--- config.mk ---
export PLATFORM = sky130hd
export DESIGN_NAME = dsbh_ctrl
export DESIGN_NICKNAME = d
export VERILOG_FILES = /design/src/dsbh_pkg.sv /design/src/dsbh_ctrl.sv
export SDC_FILE = /design/constraint.sdc
export NUM_CORES = 1
export LEC_CHECK = 0
export ABC_AREA = 1
export BUFFER_PORTS_ARGS = -buffer_cell sky130_fd_sc_hd__buf_2
export CAP_MARGIN = 0
export CORE_UTILIZATION = 40
export CTS_BUF_LIST = sky130_fd_sc_hd__clkbuf_8
export DETAILED_ROUTE_END_ITERATION = 8
export PLACE_DENSITY_LB_ADDON = 0.08
export SLEW_MARGIN = 20
export SYNTH_ARGS = -nofsm -noshare
export SYNTH_HDL_FRONTEND = slang
export SYNTH_SLANG_ARGS = --single-unit
--- constraint.sdc ---
create_clock -name clk -period 1.4 [get_ports clk]
set_clock_uncertainty 0.2 [all_clocks]
set_input_delay 0.21 -clock clk [delete_from_list [all_inputs] [get_ports clk]]
set_output_delay 0.21 -clock clk [all_outputs]
set_load 0.005 [all_outputs]
--- src/dsbh_pkg.sv ---
// Package for the drive, saturate, bit-crush and hold block.
// Holds shared widths, register indexes, controller/datapath command types
// and the tanh and 2^x lookup tables. No dependencies.
package dsbh_pkg;

  // Default number of channels with hold state.
  localparam int CHANNELS_DEF = 2;

  // Shared divider geometry: numerator, denominator and quotient widths.
  localparam int DIV_NW = 42;
  localparam int DIV_DW = 26;
  localparam int DIV_QW = 18;

  // Fixed-point constants.
  localparam logic [16:0] AMOUNT_ONE = 17'd65536;
  localparam logic [16:0] CRUSH_KNEE = 17'd22938;
  // ceil(2^48 / 42598): (d * CRUSH_RECIP) >> 32 equals floor(d * 2^16 / 42598)
  // exactly for any 16-bit d.
  localparam logic [32:0] CRUSH_RECIP = 33'd6607704041;

  // Configuration port.
  localparam int CFG_IDX_W  = 1;
  localparam int CFG_DATA_W = 4;
  typedef logic [CFG_IDX_W-1:0] cfg_idx_t;
  localparam cfg_idx_t CFG_GRIT_MODE   = 1'b0;
  localparam cfg_idx_t CFG_RATE_FACTOR = 1'b1;

  // Datapath operations issued by the controller.
  typedef enum logic [3:0] {
    OP_NONE,
    OP_LOAD,
    OP_DRIVE,
    OP_SHAPE,
    OP_TANH,
    OP_TSCALE,
    OP_GRES,
    OP_CRES,
    OP_EXPO,
    OP_NMUL,
    OP_QRES,
    OP_HOLD,
    OP_ORES
  } dp_op_t;

  // Operand set handed to the shared divider.
  typedef enum logic [1:0] {
    DIV_GRIT,
    DIV_QUANT,
    DIV_OUT
  } div_sel_t;

  typedef struct packed {
    dp_op_t   op;
    logic     div_start;
    div_sel_t div_sel;
  } dsbh_cmd_t;

  typedef struct packed {
    logic grit;
    logic neg;
    logic crush_on;
    logic div_busy;
  } dsbh_stat_t;

  // tanh(k/8) in Q15 for k = 0..48.
  function automatic logic [15:0] tanh_lut(input logic [5:0] idx);
    logic [15:0] v;
    unique case (idx)
      6'd0:  v = 16'd0;
      6'd1:  v = 16'd4075;
      6'd2:  v = 16'd8025;
      6'd3:  v = 16'd11743;
      6'd4:  v = 16'd15143;
      6'd5:  v = 16'd18173;
      6'd6:  v = 16'd20813;
      6'd7:  v = 16'd23066;
      6'd8:  v = 16'd24956;
      6'd9:  v = 16'd26519;
      6'd10: v = 16'd27797;
      6'd11: v = 16'd28830;
      6'd12: v = 16'd29660;
      6'd13: v = 16'd30322;
      6'd14: v = 16'd30847;
      6'd15: v = 16'd31262;
      6'd16: v = 16'd31589;
      6'd17: v = 16'd31846;
      6'd18: v = 16'd32048;
      6'd19: v = 16'd32206;
      6'd20: v = 16'd32329;
      6'd21: v = 16'd32426;
      6'd22: v = 16'd32501;
      6'd23: v = 16'd32560;
      6'd24: v = 16'd32606;
      6'd25: v = 16'd32642;
      6'd26: v = 16'd32670;
      6'd27: v = 16'd32691;
      6'd28: v = 16'd32708;
      6'd29: v = 16'd32721;
      6'd30: v = 16'd32732;
      6'd31: v = 16'd32740;
      6'd32: v = 16'd32746;
      6'd33: v = 16'd32751;
      6'd34: v = 16'd32755;
      6'd35: v = 16'd32758;
      6'd36: v = 16'd32760;
      6'd37: v = 16'd32762;
      6'd38: v = 16'd32763;
      6'd39: v = 16'd32764;
      6'd40: v = 16'd32765;
      6'd41: v = 16'd32766;
      6'd42: v = 16'd32766;
      6'd43: v = 16'd32767;
      6'd44: v = 16'd32767;
      6'd45: v = 16'd32767;
      6'd46: v = 16'd32767;
      6'd47: v = 16'd32767;
      default: v = 16'd32768;
    endcase
    return v;
  endfunction

  // 2^(k/16) in Q14 for k = 0..16.
  function automatic logic [15:0] exp2_lut(input logic [4:0] idx);
    logic [15:0] v;
    unique case (idx)
      5'd0:  v = 16'd16384;
      5'd1:  v = 16'd17109;
      5'd2:  v = 16'd17867;
      5'd3:  v = 16'd18658;
      5'd4:  v = 16'd19484;
      5'd5:  v = 16'd20347;
      5'd6:  v = 16'd21247;
      5'd7:  v = 16'd22188;
      5'd8:  v = 16'd23170;
      5'd9:  v = 16'd24196;
      5'd10: v = 16'd25268;
      5'd11: v = 16'd26386;
      5'd12: v = 16'd27554;
      5'd13: v = 16'd28774;
      5'd14: v = 16'd30048;
      5'd15: v = 16'd31379;
      default: v = 16'd32768;
    endcase
    return v;
  endfunction

endpackage

--- src/dsbh_ctrl.sv ---
// Controller state machine: sequences the datapath steps for one word and
// runs the output handshake. Depends on dsbh_pkg.
module dsbh_ctrl (
  input  logic                 clk,
  input  logic                 rst_n,
  input  logic                 in_valid,
  output logic                 in_ready,
  output logic                 out_valid,
  input  logic                 out_ready,
  input  dsbh_pkg::dsbh_stat_t stat,
  output dsbh_pkg::dsbh_cmd_t  cmd
);
  import dsbh_pkg::*;

  typedef enum logic [13:0] {
    S_IDLE   = 14'h0001,
    S_DRIVE  = 14'h0002,
    S_SHAPE  = 14'h0004,
    S_TANH   = 14'h0008,
    S_TSCALE = 14'h0010,
    S_GWAIT  = 14'h0020,
    S_CRUSH  = 14'h0040,
    S_EXPO   = 14'h0080,
    S_NMUL   = 14'h0100,
    S_QSTART = 14'h0200,
    S_QWAIT  = 14'h0400,
    S_HOLD   = 14'h0800,
    S_OSTART = 14'h1000,
    S_OWAIT  = 14'h2000
  } state_t;

  state_t state_r, state_nxt;
  logic   out_valid_r, out_valid_nxt;
  logic   slot_free;

  assign slot_free = !out_valid_r || out_ready;

  // Next state and datapath command.
  always_comb begin
    state_nxt     = state_r;
    cmd           = '{op: OP_NONE, div_start: 1'b0, div_sel: DIV_GRIT};
    out_valid_nxt = out_valid_r && !out_ready;
    unique case (state_r)
      S_IDLE: begin
        if (in_valid) begin
          cmd.op    = OP_LOAD;
          state_nxt = S_DRIVE;
        end
      end
      S_DRIVE: begin
        cmd.op    = OP_DRIVE;
        state_nxt = S_SHAPE;
      end
      S_SHAPE: begin
        cmd.op = OP_SHAPE;
        if (stat.grit && !stat.neg) begin
          cmd.div_start = 1'b1;
          cmd.div_sel   = DIV_GRIT;
          state_nxt     = S_GWAIT;
        end else begin
          state_nxt = S_TANH;
        end
      end
      S_TANH: begin
        cmd.op    = OP_TANH;
        state_nxt = S_TSCALE;
      end
      S_TSCALE: begin
        cmd.op    = OP_TSCALE;
        state_nxt = stat.crush_on ? S_CRUSH : S_HOLD;
      end
      S_GWAIT: begin
        if (!stat.div_busy) begin
          cmd.op    = OP_GRES;
          state_nxt = stat.crush_on ? S_CRUSH : S_HOLD;
        end
      end
      S_CRUSH: begin
        cmd.op    = OP_CRES;
        state_nxt = S_EXPO;
      end
      S_EXPO: begin
        cmd.op    = OP_EXPO;
        state_nxt = S_NMUL;
      end
      S_NMUL: begin
        cmd.op    = OP_NMUL;
        state_nxt = S_QSTART;
      end
      S_QSTART: begin
        cmd.div_start = 1'b1;
        cmd.div_sel   = DIV_QUANT;
        state_nxt     = S_QWAIT;
      end
      S_QWAIT: begin
        if (!stat.div_busy) begin
          cmd.op    = OP_QRES;
          state_nxt = S_HOLD;
        end
      end
      S_HOLD: begin
        cmd.op    = OP_HOLD;
        state_nxt = S_OSTART;
      end
      S_OSTART: begin
        cmd.div_start = 1'b1;
        cmd.div_sel   = DIV_OUT;
        state_nxt     = S_OWAIT;
      end
      S_OWAIT: begin
        // The result register is written only once the previous word has left.
        if (!stat.div_busy && slot_free) begin
          cmd.op        = OP_ORES;
          out_valid_nxt = 1'b1;
          state_nxt     = S_IDLE;
        end
      end
      default: begin
        state_nxt = S_IDLE;
      end
    endcase
  end

  // State and output valid registers.
  always_ff @(posedge clk) begin
    if (!rst_n) begin
      state_r     <= S_IDLE;
      out_valid_r <= 1'b0;
    end else begin
      state_r     <= state_nxt;
      out_valid_r <= out_valid_nxt;
    end
  end

  assign in_ready  = (state_r == S_IDLE);
  assign out_valid = out_valid_r;
endmodule

==> results of run 1 <==
[registers in the layout (all words and copies together), names as in the netlist]
name / cells
state_r: 14
out_valid: 1
[cells in the final DEF (no fill, tap or decap), types with 3 or more instances in the layout]
cell type and instances:
buf_2 15, buf_4 39, buf_6 6, clkbuf_8 3
dfxtp_1 3, dfxtp_2 11, inv_1 24, inv_2 8
nand2_1 34, nand2_2 12, nand2_4 5, nand3_1 5
nand3_2 7, nand3b_1 5, nor2_1 26, nor2_4 9
nor3_4 3
[report_power, final]
group / internal [mW] / total, mW / switching (mW)
logic: 0.757 / 1.62 / 0.867
clock network: 0.195 / 0.358 / 0.163
registers: 0.482 / 0.531 / 0.0489
total: 1.43 / 2.51 / 1.08
[area by class of cell]
cell class                 count  area, sq um
clock buffer                   3         41.3
clock inverter                 1         3.75
fill                         203          736
inverter                      34          140
multi-input combinational    122          800
sequential                    15          318
tap                           30         37.5
timing repair buffer          60          435
timing repair inverter         1         11.3
[final timing paths]
kind                             startpoint           to  cells past startpoint
worst min register to register    out_valid    out_valid                      3
worst max-delay path             state_r[4]       cmd[2]                      8
worst max register to register  state_r[13]  state_r[12]                     12
worst min-delay path                  rst_n   state_r[1]                      3
[logic make-up (layout without fill, tap and decap cells)]
| logic type | count (synthesis) | in the layout | share of synthesized area |
|---|---|---|---|
| AO/OA/AOI/OAI | 5 | 5 | 0.0228 |
| AND/OR/NAND/NOR | 117 | 117 | 0.581 |
| flip-flops | 15 | 15 | 0.274 |
| buffers and inverters | 35 | 99 | 0.122 |
[layer usage]
metal / share of wire / vias up / track usage
li1: - / 645 / -
met1: 0.42 / 605 / 0.288
met2: 0.51 / 40 / 0.360
met3: 0.050 / 10 / 0.0333
met4: 0.018 / 0 / 0.0940
met5: 0 / - / 0
[synth_stat cells]
library cell,number,area [sq um]
nor2_2,2,12.5
nand3_2,3,30.0
inv_2,5,18.8
nor2_1,29,109
nor2_8,2,40.0
o21ai_0,1,5.00
nor3_2,3,30.0
nand3_1,10,50.1
buf_1,1,3.75
nor3_1,3,15.0
inv_1,28,105
inv_4,1,6.26
nand2_2,3,18.8
nand3b_1,5,37.5
nand2_1,45,169
nand2_4,4,45.0
o21ai_1,1,5.00
a21oi_1,3,15.0
or2_2,1,6.26
nand4_1,1,6.26
dfxtp_1,15,300
nor2_4,6,67.6
[worst max-delay path, cell delays in order (launching register included)]
cell	delay [ns]
dfxtp_2	0.33
nor2_4	0.14
nand2_4	0.10
nor2_8	0.17
buf_4	0.12
buf_4	0.10
o21ai_1	0.10
nand2_1	0.09
buf_2	0.11
[timing repair]
| item | CTS | global route |
|---|---|---|
| endpoints found under the setup margin | 23 | 23 |
| gates cloned | 1 | 0 |
| pin swaps | 13 | 11 |
| setup buffers | 15 | 5 |
| endpoints found under the hold margin | 0 | 0 |
| gates resized for setup | 35 | 27 |
==> results_dict.tcl, run 1 <==
set metrics [dict create \
    vias_per_cell 4.89 \
    p_leak_nw 0.975 \
    path_clk_slew_ns 0.06 \
    place_area_sq_mm 0.00139 \
    dp_cells 241 \
    coreArea_sq_mm 0.00252 \
    hold_viol_final 0 \
    synthCells 172 \
    cp-end-kind "primary output" \
    antenna_found_initial 0 \
    power.total_mw 2.51 \
    area_growth_pct 63.0 \
    ir_drop_uv 1050 \
    first_pass_iters 4 \
    hold_ws_ns 0.0158 \
    cts_buffer_depth 2 \
    worstPathArrival_ns 1.51 \
    ys_seq_elements 15 \
    fin_util 0.708 \
    gp_congestion 0.934 \
    hold_buffers 0 \
    hold_class "in2reg" \
    cts-root-buf "clkbuf_8" \
    relSlewSlack 0.840 \
    num_rows 18 \
    die_h_um 54.3 \
    grt_pass1_vias 1095 \
    dieArea_sq_mm 0.00295 \
    cts_tree "done" \
    portBuffers 16 \
    synth_nets 180 \
    grt_start_max_net_pins 10 \
    grt_first_pass_wirelength_um 4600 \
    worst_pin_slew_ns 0.240 \
    period_minus_slack_ns 1.92 \
    grt.overflow.total 0 \
    rsz0062_at_grt "yes" \
    ys_warn_count 0 \
    ioPinCount 17 \
    setup_viol 22 \
    grt.total_usage 0.221 \
    insertion_delay_ns 0.25 \
    place_ws_ns -0.275 \
    clock_sinks 15 \
    drt-initial-drc-count 32 \
    cap_violations 0 \
    syn_avg_cell_area_sq_um 6.37 \
    violations "negative setup slack" \
    drcViolationCount 0 \
    crit_type "reg2out" \
    final_nets 245 \
    cp-start-kind "register" \
    max_freq_ghz 0.520 \
    initial_core_util 0.435 \
    drv_slew 0 \
    drtAntennaViolNets 0 \
    h-tree-depth 1 \
    cts_buffers 3 \
    yosysSeqAreaShare 0.274 \
    stdcell_count 266 \
    dpl.hpwl_um 2120 \
    status "finished, violations left" \
    crit_fanout 5 \
    final_area_sq_mm 0.00179 \
    diodes 0 \
    routed_wl_um 3220 \
    drive_gt1_frac 0.568 \
    fin_ws_ns -0.524 \
    syn_area_sq_mm 0.00110 \
    critPathRequiredTime_ns 0.99 \
    post-route-period-util 1.37 \
    setup_tns_ns -8.80 \
    r2r_slack_ns -0.43 \
    vias 1300 \
    p_per_area_mw_per_mm2 1410 \
    avgRoutedWirePerCell_um 12.1 \
    die_w_um 54.3 \
    synth.distinct_cells 22 \
]
Power figures use the tool's default switching activity.
==> run 2, diff against run 1 <==
Settings changed: CELL_PAD_IN_SITES_DETAIL_PLACEMENT set to 0, CELL_PAD_IN_SITES_GLOBAL_PLACEMENT set to 1, CORE_UTILIZATION 40 to 36, SKIP_LAST_GASP set to 1.
==> results_dict.tcl, run 2 (synthesis gave the netlist of run 1 again) <==
set metrics [dict create \
    grt_pass1_vias 1138 \
    die_w_um 57.2 \
    h-tree-depth 1 \
    slowest_delay_ns 0.33 \
    ir_drop_uv 551 \
    dieArea_sq_mm 0.00327 \
    drcViolationCount 0 \
    violations "negative setup slack" \
    initial_core_util 0.387 \
    period_minus_slack_ns 1.97 \
    top_register "state_r" \
    cts_buffer_depth 2 \
    cts_buffers 3 \
    cp_common_cell "nand3_2" \
    post-route-period-util 1.41 \
    status "finished, violations left" \
    cts_tree "done" \
    cts-root-buf "clkbuf_8" \
    cap_violations 0 \
    setup_viol 22 \
    p_leak_nw 0.919 \
    fillers 288 \
    drt-initial-drc-count 53 \
    path_clk_slew_ns 0.06 \
    drive_gt1_frac 0.458 \
    final_common_cell "nand2_1" \
    first_pass_iters 4 \
    grt.overflow.total 0 \
    die_h_um 57.2 \
    cp-start-kind "register" \
    fin_ws_ns -0.573 \
    vias_per_cell 4.51 \
    worstPathArrival_ns 1.56 \
    worstPathCellList "nor2_4, nand2_4, nor2_8, inv_4, nor3_4, nand3_2, nand3_2, buf_2" \
    setup_tns_ns -7.37 \
    hold_ws_ns 0.0375 \
    cp-end-kind "primary output" \
    vias 1164 \
    critPathTopFamily "simple AND/OR/NAND/NOR gates" \
    largest_reg_flops 14 \
    coreArea_sq_mm 0.00283 \
    antenna_found_initial 0 \
    ioPinCount 17 \
    drtAntennaViolNets 0 \
    crit_fanout 6 \
    gp_congestion 0.809 \
    hold_class "in2reg" \
    num_rows 19 \
    final_nets 236 \
    max_freq_ghz 0.507 \
    critPathRequiredTime_ns 0.99 \
    clock_sinks 15 \
    insertion_delay_ns 0.25 \
    p_per_area_mw_per_mm2 1350 \
    fin_util 0.569 \
    drv_slew 0 \
    critical_path_buf_inv_count 2 \
    diodes 0 \
    hold_viol_final 0 \
    grt.total_usage 0.196 \
    avgRoutedWirePerCell_um 11.2 \
    routed_wl_um 2890 \
    relSlewSlack 0.848 \
    layout_common_cells "40 x nand2_1, 33 x buf_4, 27 x nor2_1" \
    portBuffers 16 \
    grt_start_max_net_pins 11 \
    rsz0062_at_grt "yes" \
    dpl.hpwl_um 2260 \
    crit_type "reg2out" \
    grt_first_pass_wirelength_um 4860 \
    area_growth_pct 46.9 \
    slowest_stage "dfxtp_2" \
    worst_pin_slew_ns 0.226 \
]
## run 2: stage by stage
step | setup WS (ns) | cell area, sq um | std cells | power [mW]
after floorplan | -0.0659 | 1100 | 172 | 1.18
after global placement | -0.298 | 1390 | 241 | 1.53
after detailed placement | -0.273 | 1390 | 241 | 1.54
after CTS | -0.544 | 1490 | 250 | 1.98
after global routing | -0.664 | 1610 | 258 | 2.34
final | -0.573 | 1610 | 258 | 2.17
## run 2: report_power, final
group	internal (mW)	total [mW]	switching [mW]
logic	0.584	1.29	0.707
clock network	0.195	0.358	0.163
registers	0.480	0.525	0.0451
total	1.26	2.17	0.916
## run 2: timing repair
action                                 4_1_cts  5_1_grt
cloned                                       1        0
hold buffers                                 1        0
endpoints found under the hold margin        1        0
buffers inserted                             3        8
pin swaps                                    4       11
resized for setup                            6       18
setup endpoints to repair                   22       23
## run 2: worst paths after layout
check | start | to | slack [ns] | depth (start not counted)
worst max register to register | state_r[6] | state_r[12] | -0.28 | 11
worst min register to register | out_valid | out_valid | 0.40 | 3
worst min-delay path | rst_n | state_r[12] | 0.04 | 3
worst max-delay path | state_r[6] | cmd[5] | -0.57 | 8
## run 2: routing by layer
metal / up-vias / track usage / wire length [um]
met5: - / 0 / 0
met4: 0 / 0.0836 / 46
met3: 5 / 0.0272 / 98
met2: 17 / 0.334 / 1450
met1: 511 / 0.246 / 1290
li1: 631 / - / -
## run 2: worst reg2reg max path, delay by kind of cell, from the launching register on
family	cells	cell delay [ns]
flip-flops	1	0.33
AND/OR/NAND/NOR	8	0.81
buffers and inverters	3	0.24
## run 2: layout make-up
type                            count  area [sq um]  area share
Clock buffer                        3          41.3      0.0256
Clock inverter                      1          3.75     0.00233
Inverter                           34           135      0.0839
Multi-Input combinational cell    123           734       0.456
Sequential cell                    15           308       0.191
Tap cell                           31          38.8      0.0241
Timing Repair Buffer               51           349       0.217
==> run 3, diff against run 2 <==
Settings changed: CTS_CLUSTER_SIZE set to 12, RECOVER_POWER set to 25, SETUP_SLACK_MARGIN set to 0.4.
==> results_dict.tcl, run 3 (synthesis gave the netlist of run 1 again) <==
set metrics [dict create \
    grt.total_usage 0.212 \
    r2r_slack_ns -0.37 \
    ioPinCount 17 \
    area_growth_pct 52.3 \
    routed_wl_um 3090 \
    worstPathArrival_ns 1.48 \
    cp-start-kind "register" \
    slowest_stage "dfxtp_2" \
    rsz0062_at_grt "yes" \
    worstPathCellList "nor2_4, nand2_4, nor2_8, buf_4, nand2_2, inv_2, nand2_1, nand3_1, buf_2" \
    power.total_mw 2.13 \
    final_nets 238 \
    diodes 0 \
    dieArea_sq_mm 0.00327 \
    layout_common_cells "37 x nand2_1, 36 x buf_4, 25 x inv_1, 25 x nor2_1, 16 x buf_2" \
    path_clk_slew_ns 0.06 \
    hold_viol_final 1 \
    cts-root-buf "clkbuf_8" \
    first_pass_iters 5 \
    status "finished, violations left" \
    coreArea_sq_mm 0.00283 \
    critPathRequiredTime_ns 0.99 \
    grt_first_pass_wirelength_um 5290 \
    critPathTopFamily "simple AND/OR/NAND/NOR gates" \
    slowest_delay_ns 0.33 \
    top_register "state_r" \
    antenna_found_initial 0 \
    ir_drop_uv 621 \
    violations "negative hold slack, negative setup slack" \
    p_leak_nw 0.919 \
    relSlewSlack 0.833 \
    final_common_cell "nand2_1" \
    cts_buffer_depth 2 \
    post-route-period-util 1.35 \
    use_met2 0.343 \
    worst_pin_slew_ns 0.251 \
    gp_congestion 0.855 \
    hold_ws_ns -0.00335 \
    drv_slew 0 \
    avgRoutedWirePerCell_um 11.9 \
    max_freq_ghz 0.529 \
    dpl.hpwl_um 2370 \
    cts_buffers 3 \
    clock_sinks 15 \
    h-tree-depth 1 \
    grt_start_max_net_pins 11 \
    hold_class "in2reg" \
    initial_core_util 0.387 \
    drcViolationCount 0 \
    grt_pass1_vias 1186 \
    min_path_cells 3 \
    vias 1209 \
    critical_path_buf_inv_count 3 \
    cp-end-kind "primary output" \
    drt-initial-drc-count 58 \
    die_w_um 57.2 \
    p_per_area_mw_per_mm2 1280 \
    fin_util 0.590 \
    r2r-end "state_r[7]" \
    drive_gt1_frac 0.515 \
    fin_ws_ns -0.492 \
    grtUsageMet3 0.0227 \
    r2r-start "state_r[5]" \
    crit_fanout 5 \
    period_minus_slack_ns 1.89 \
    drtAntennaViolNets 0 \
    cts_tree "done" \
    cap_violations 0 \
    top_usage_layer "met2" \
    hold_start "stat[1]" \
    setup_viol 22 \
    portBuffers 16 \
    num_rows 19 \
    die_h_um 57.2 \
    min_to "state_r[6]" \
    grt_use_met1 0.275 \
    insertion_delay_ns 0.25 \
    r2r_cells 12 \
    crit_type "reg2out" \
    fillers 289 \
    vias_per_cell 4.65 \
    grt.overflow.total 0 \
    largest_reg_flops 14 \
]
## run 3: changes by cell type in the layout (fill, tap and decap cells not counted), moves of 2 or more
cell     change
nand2_1      -3
a21oi_1      -2
buf_4        +3
inv_2        +2
nand2_2      +2
nor2_4       +2
a21oi_2      +2
nor2_1       -2
## run 3: report_power, final
group          leakage, nW  internal, mW  switching (mW)
combinational        0.767         0.543           0.710
clock               0.0269         0.194           0.150
sequential           0.125         0.485          0.0490
## run 3: stage by stage
step / instance area [sq um] / setup TNS, ns / instances / hold WS [ns] / setup WS (ns)
floorplan: 1100 / -0.582 / 172 / 0.141 / -0.0659
global placement: 1410 / -4.64 / 243 / 0.276 / -0.282
detailed placement: 1410 / -4.47 / 243 / 0.267 / -0.298
CTS: 1590 / -7.80 / 259 / -0.00485 / -0.554
global route: 1670 / -10.03 / 260 / 0.00512 / -0.596
finish: 1670 / -7.93 / 260 / -0.00335 / -0.492
## run 3: timing repair
item                                    4_1_cts  5_1_grt
gates resized for setup                      16       22
endpoints found under the setup margin       24       24
buffers inserted                             11        1
hold endpoints to repair                      1        0
gates cloned                                  1        0
pin swaps                                    14        8
## run 3: final cells by class
type	instances	area (sq um)	area share
inverters	34	133	0.0795
well taps	31	38.8	0.0232
flip-flops and latches	15	312	0.187
clock buffers	3	41.3	0.0247
multi-input cells	123	779	0.467
clock inverters	1	3.75	0.00225
repair buffers	53	362	0.217
## run 3: layer usage
metal	wire, um	share of wire
met4	82	0.027
met5	0	0
met3	99	0.032
met2	1560	0.50
met1	1350	0.44
## run 3: tightest hold or removal path, cell delays in order
cell and delay, ns:
buf_2 0.11, nand2_1 0.06, nor3_1 0.04
## run 3: worst max path at each step
stage / start / endpoint / slack [ns] / cells past startpoint
2_1_floorplan: state_r[7] / cmd[6] / -0.07 / 7
3_3_place_gp: state_r[4] / state_r[11] / -0.28 / 10
3_5_place_dp: state_r[4] / cmd[6] / -0.30 / 8
4_1_cts: state_r[1] / cmd[5] / -0.55 / 8
5_1_grt: state_r[5] / cmd[6] / -0.60 / 8
6_report: state_r[5] / cmd[4] / -0.49 / 9
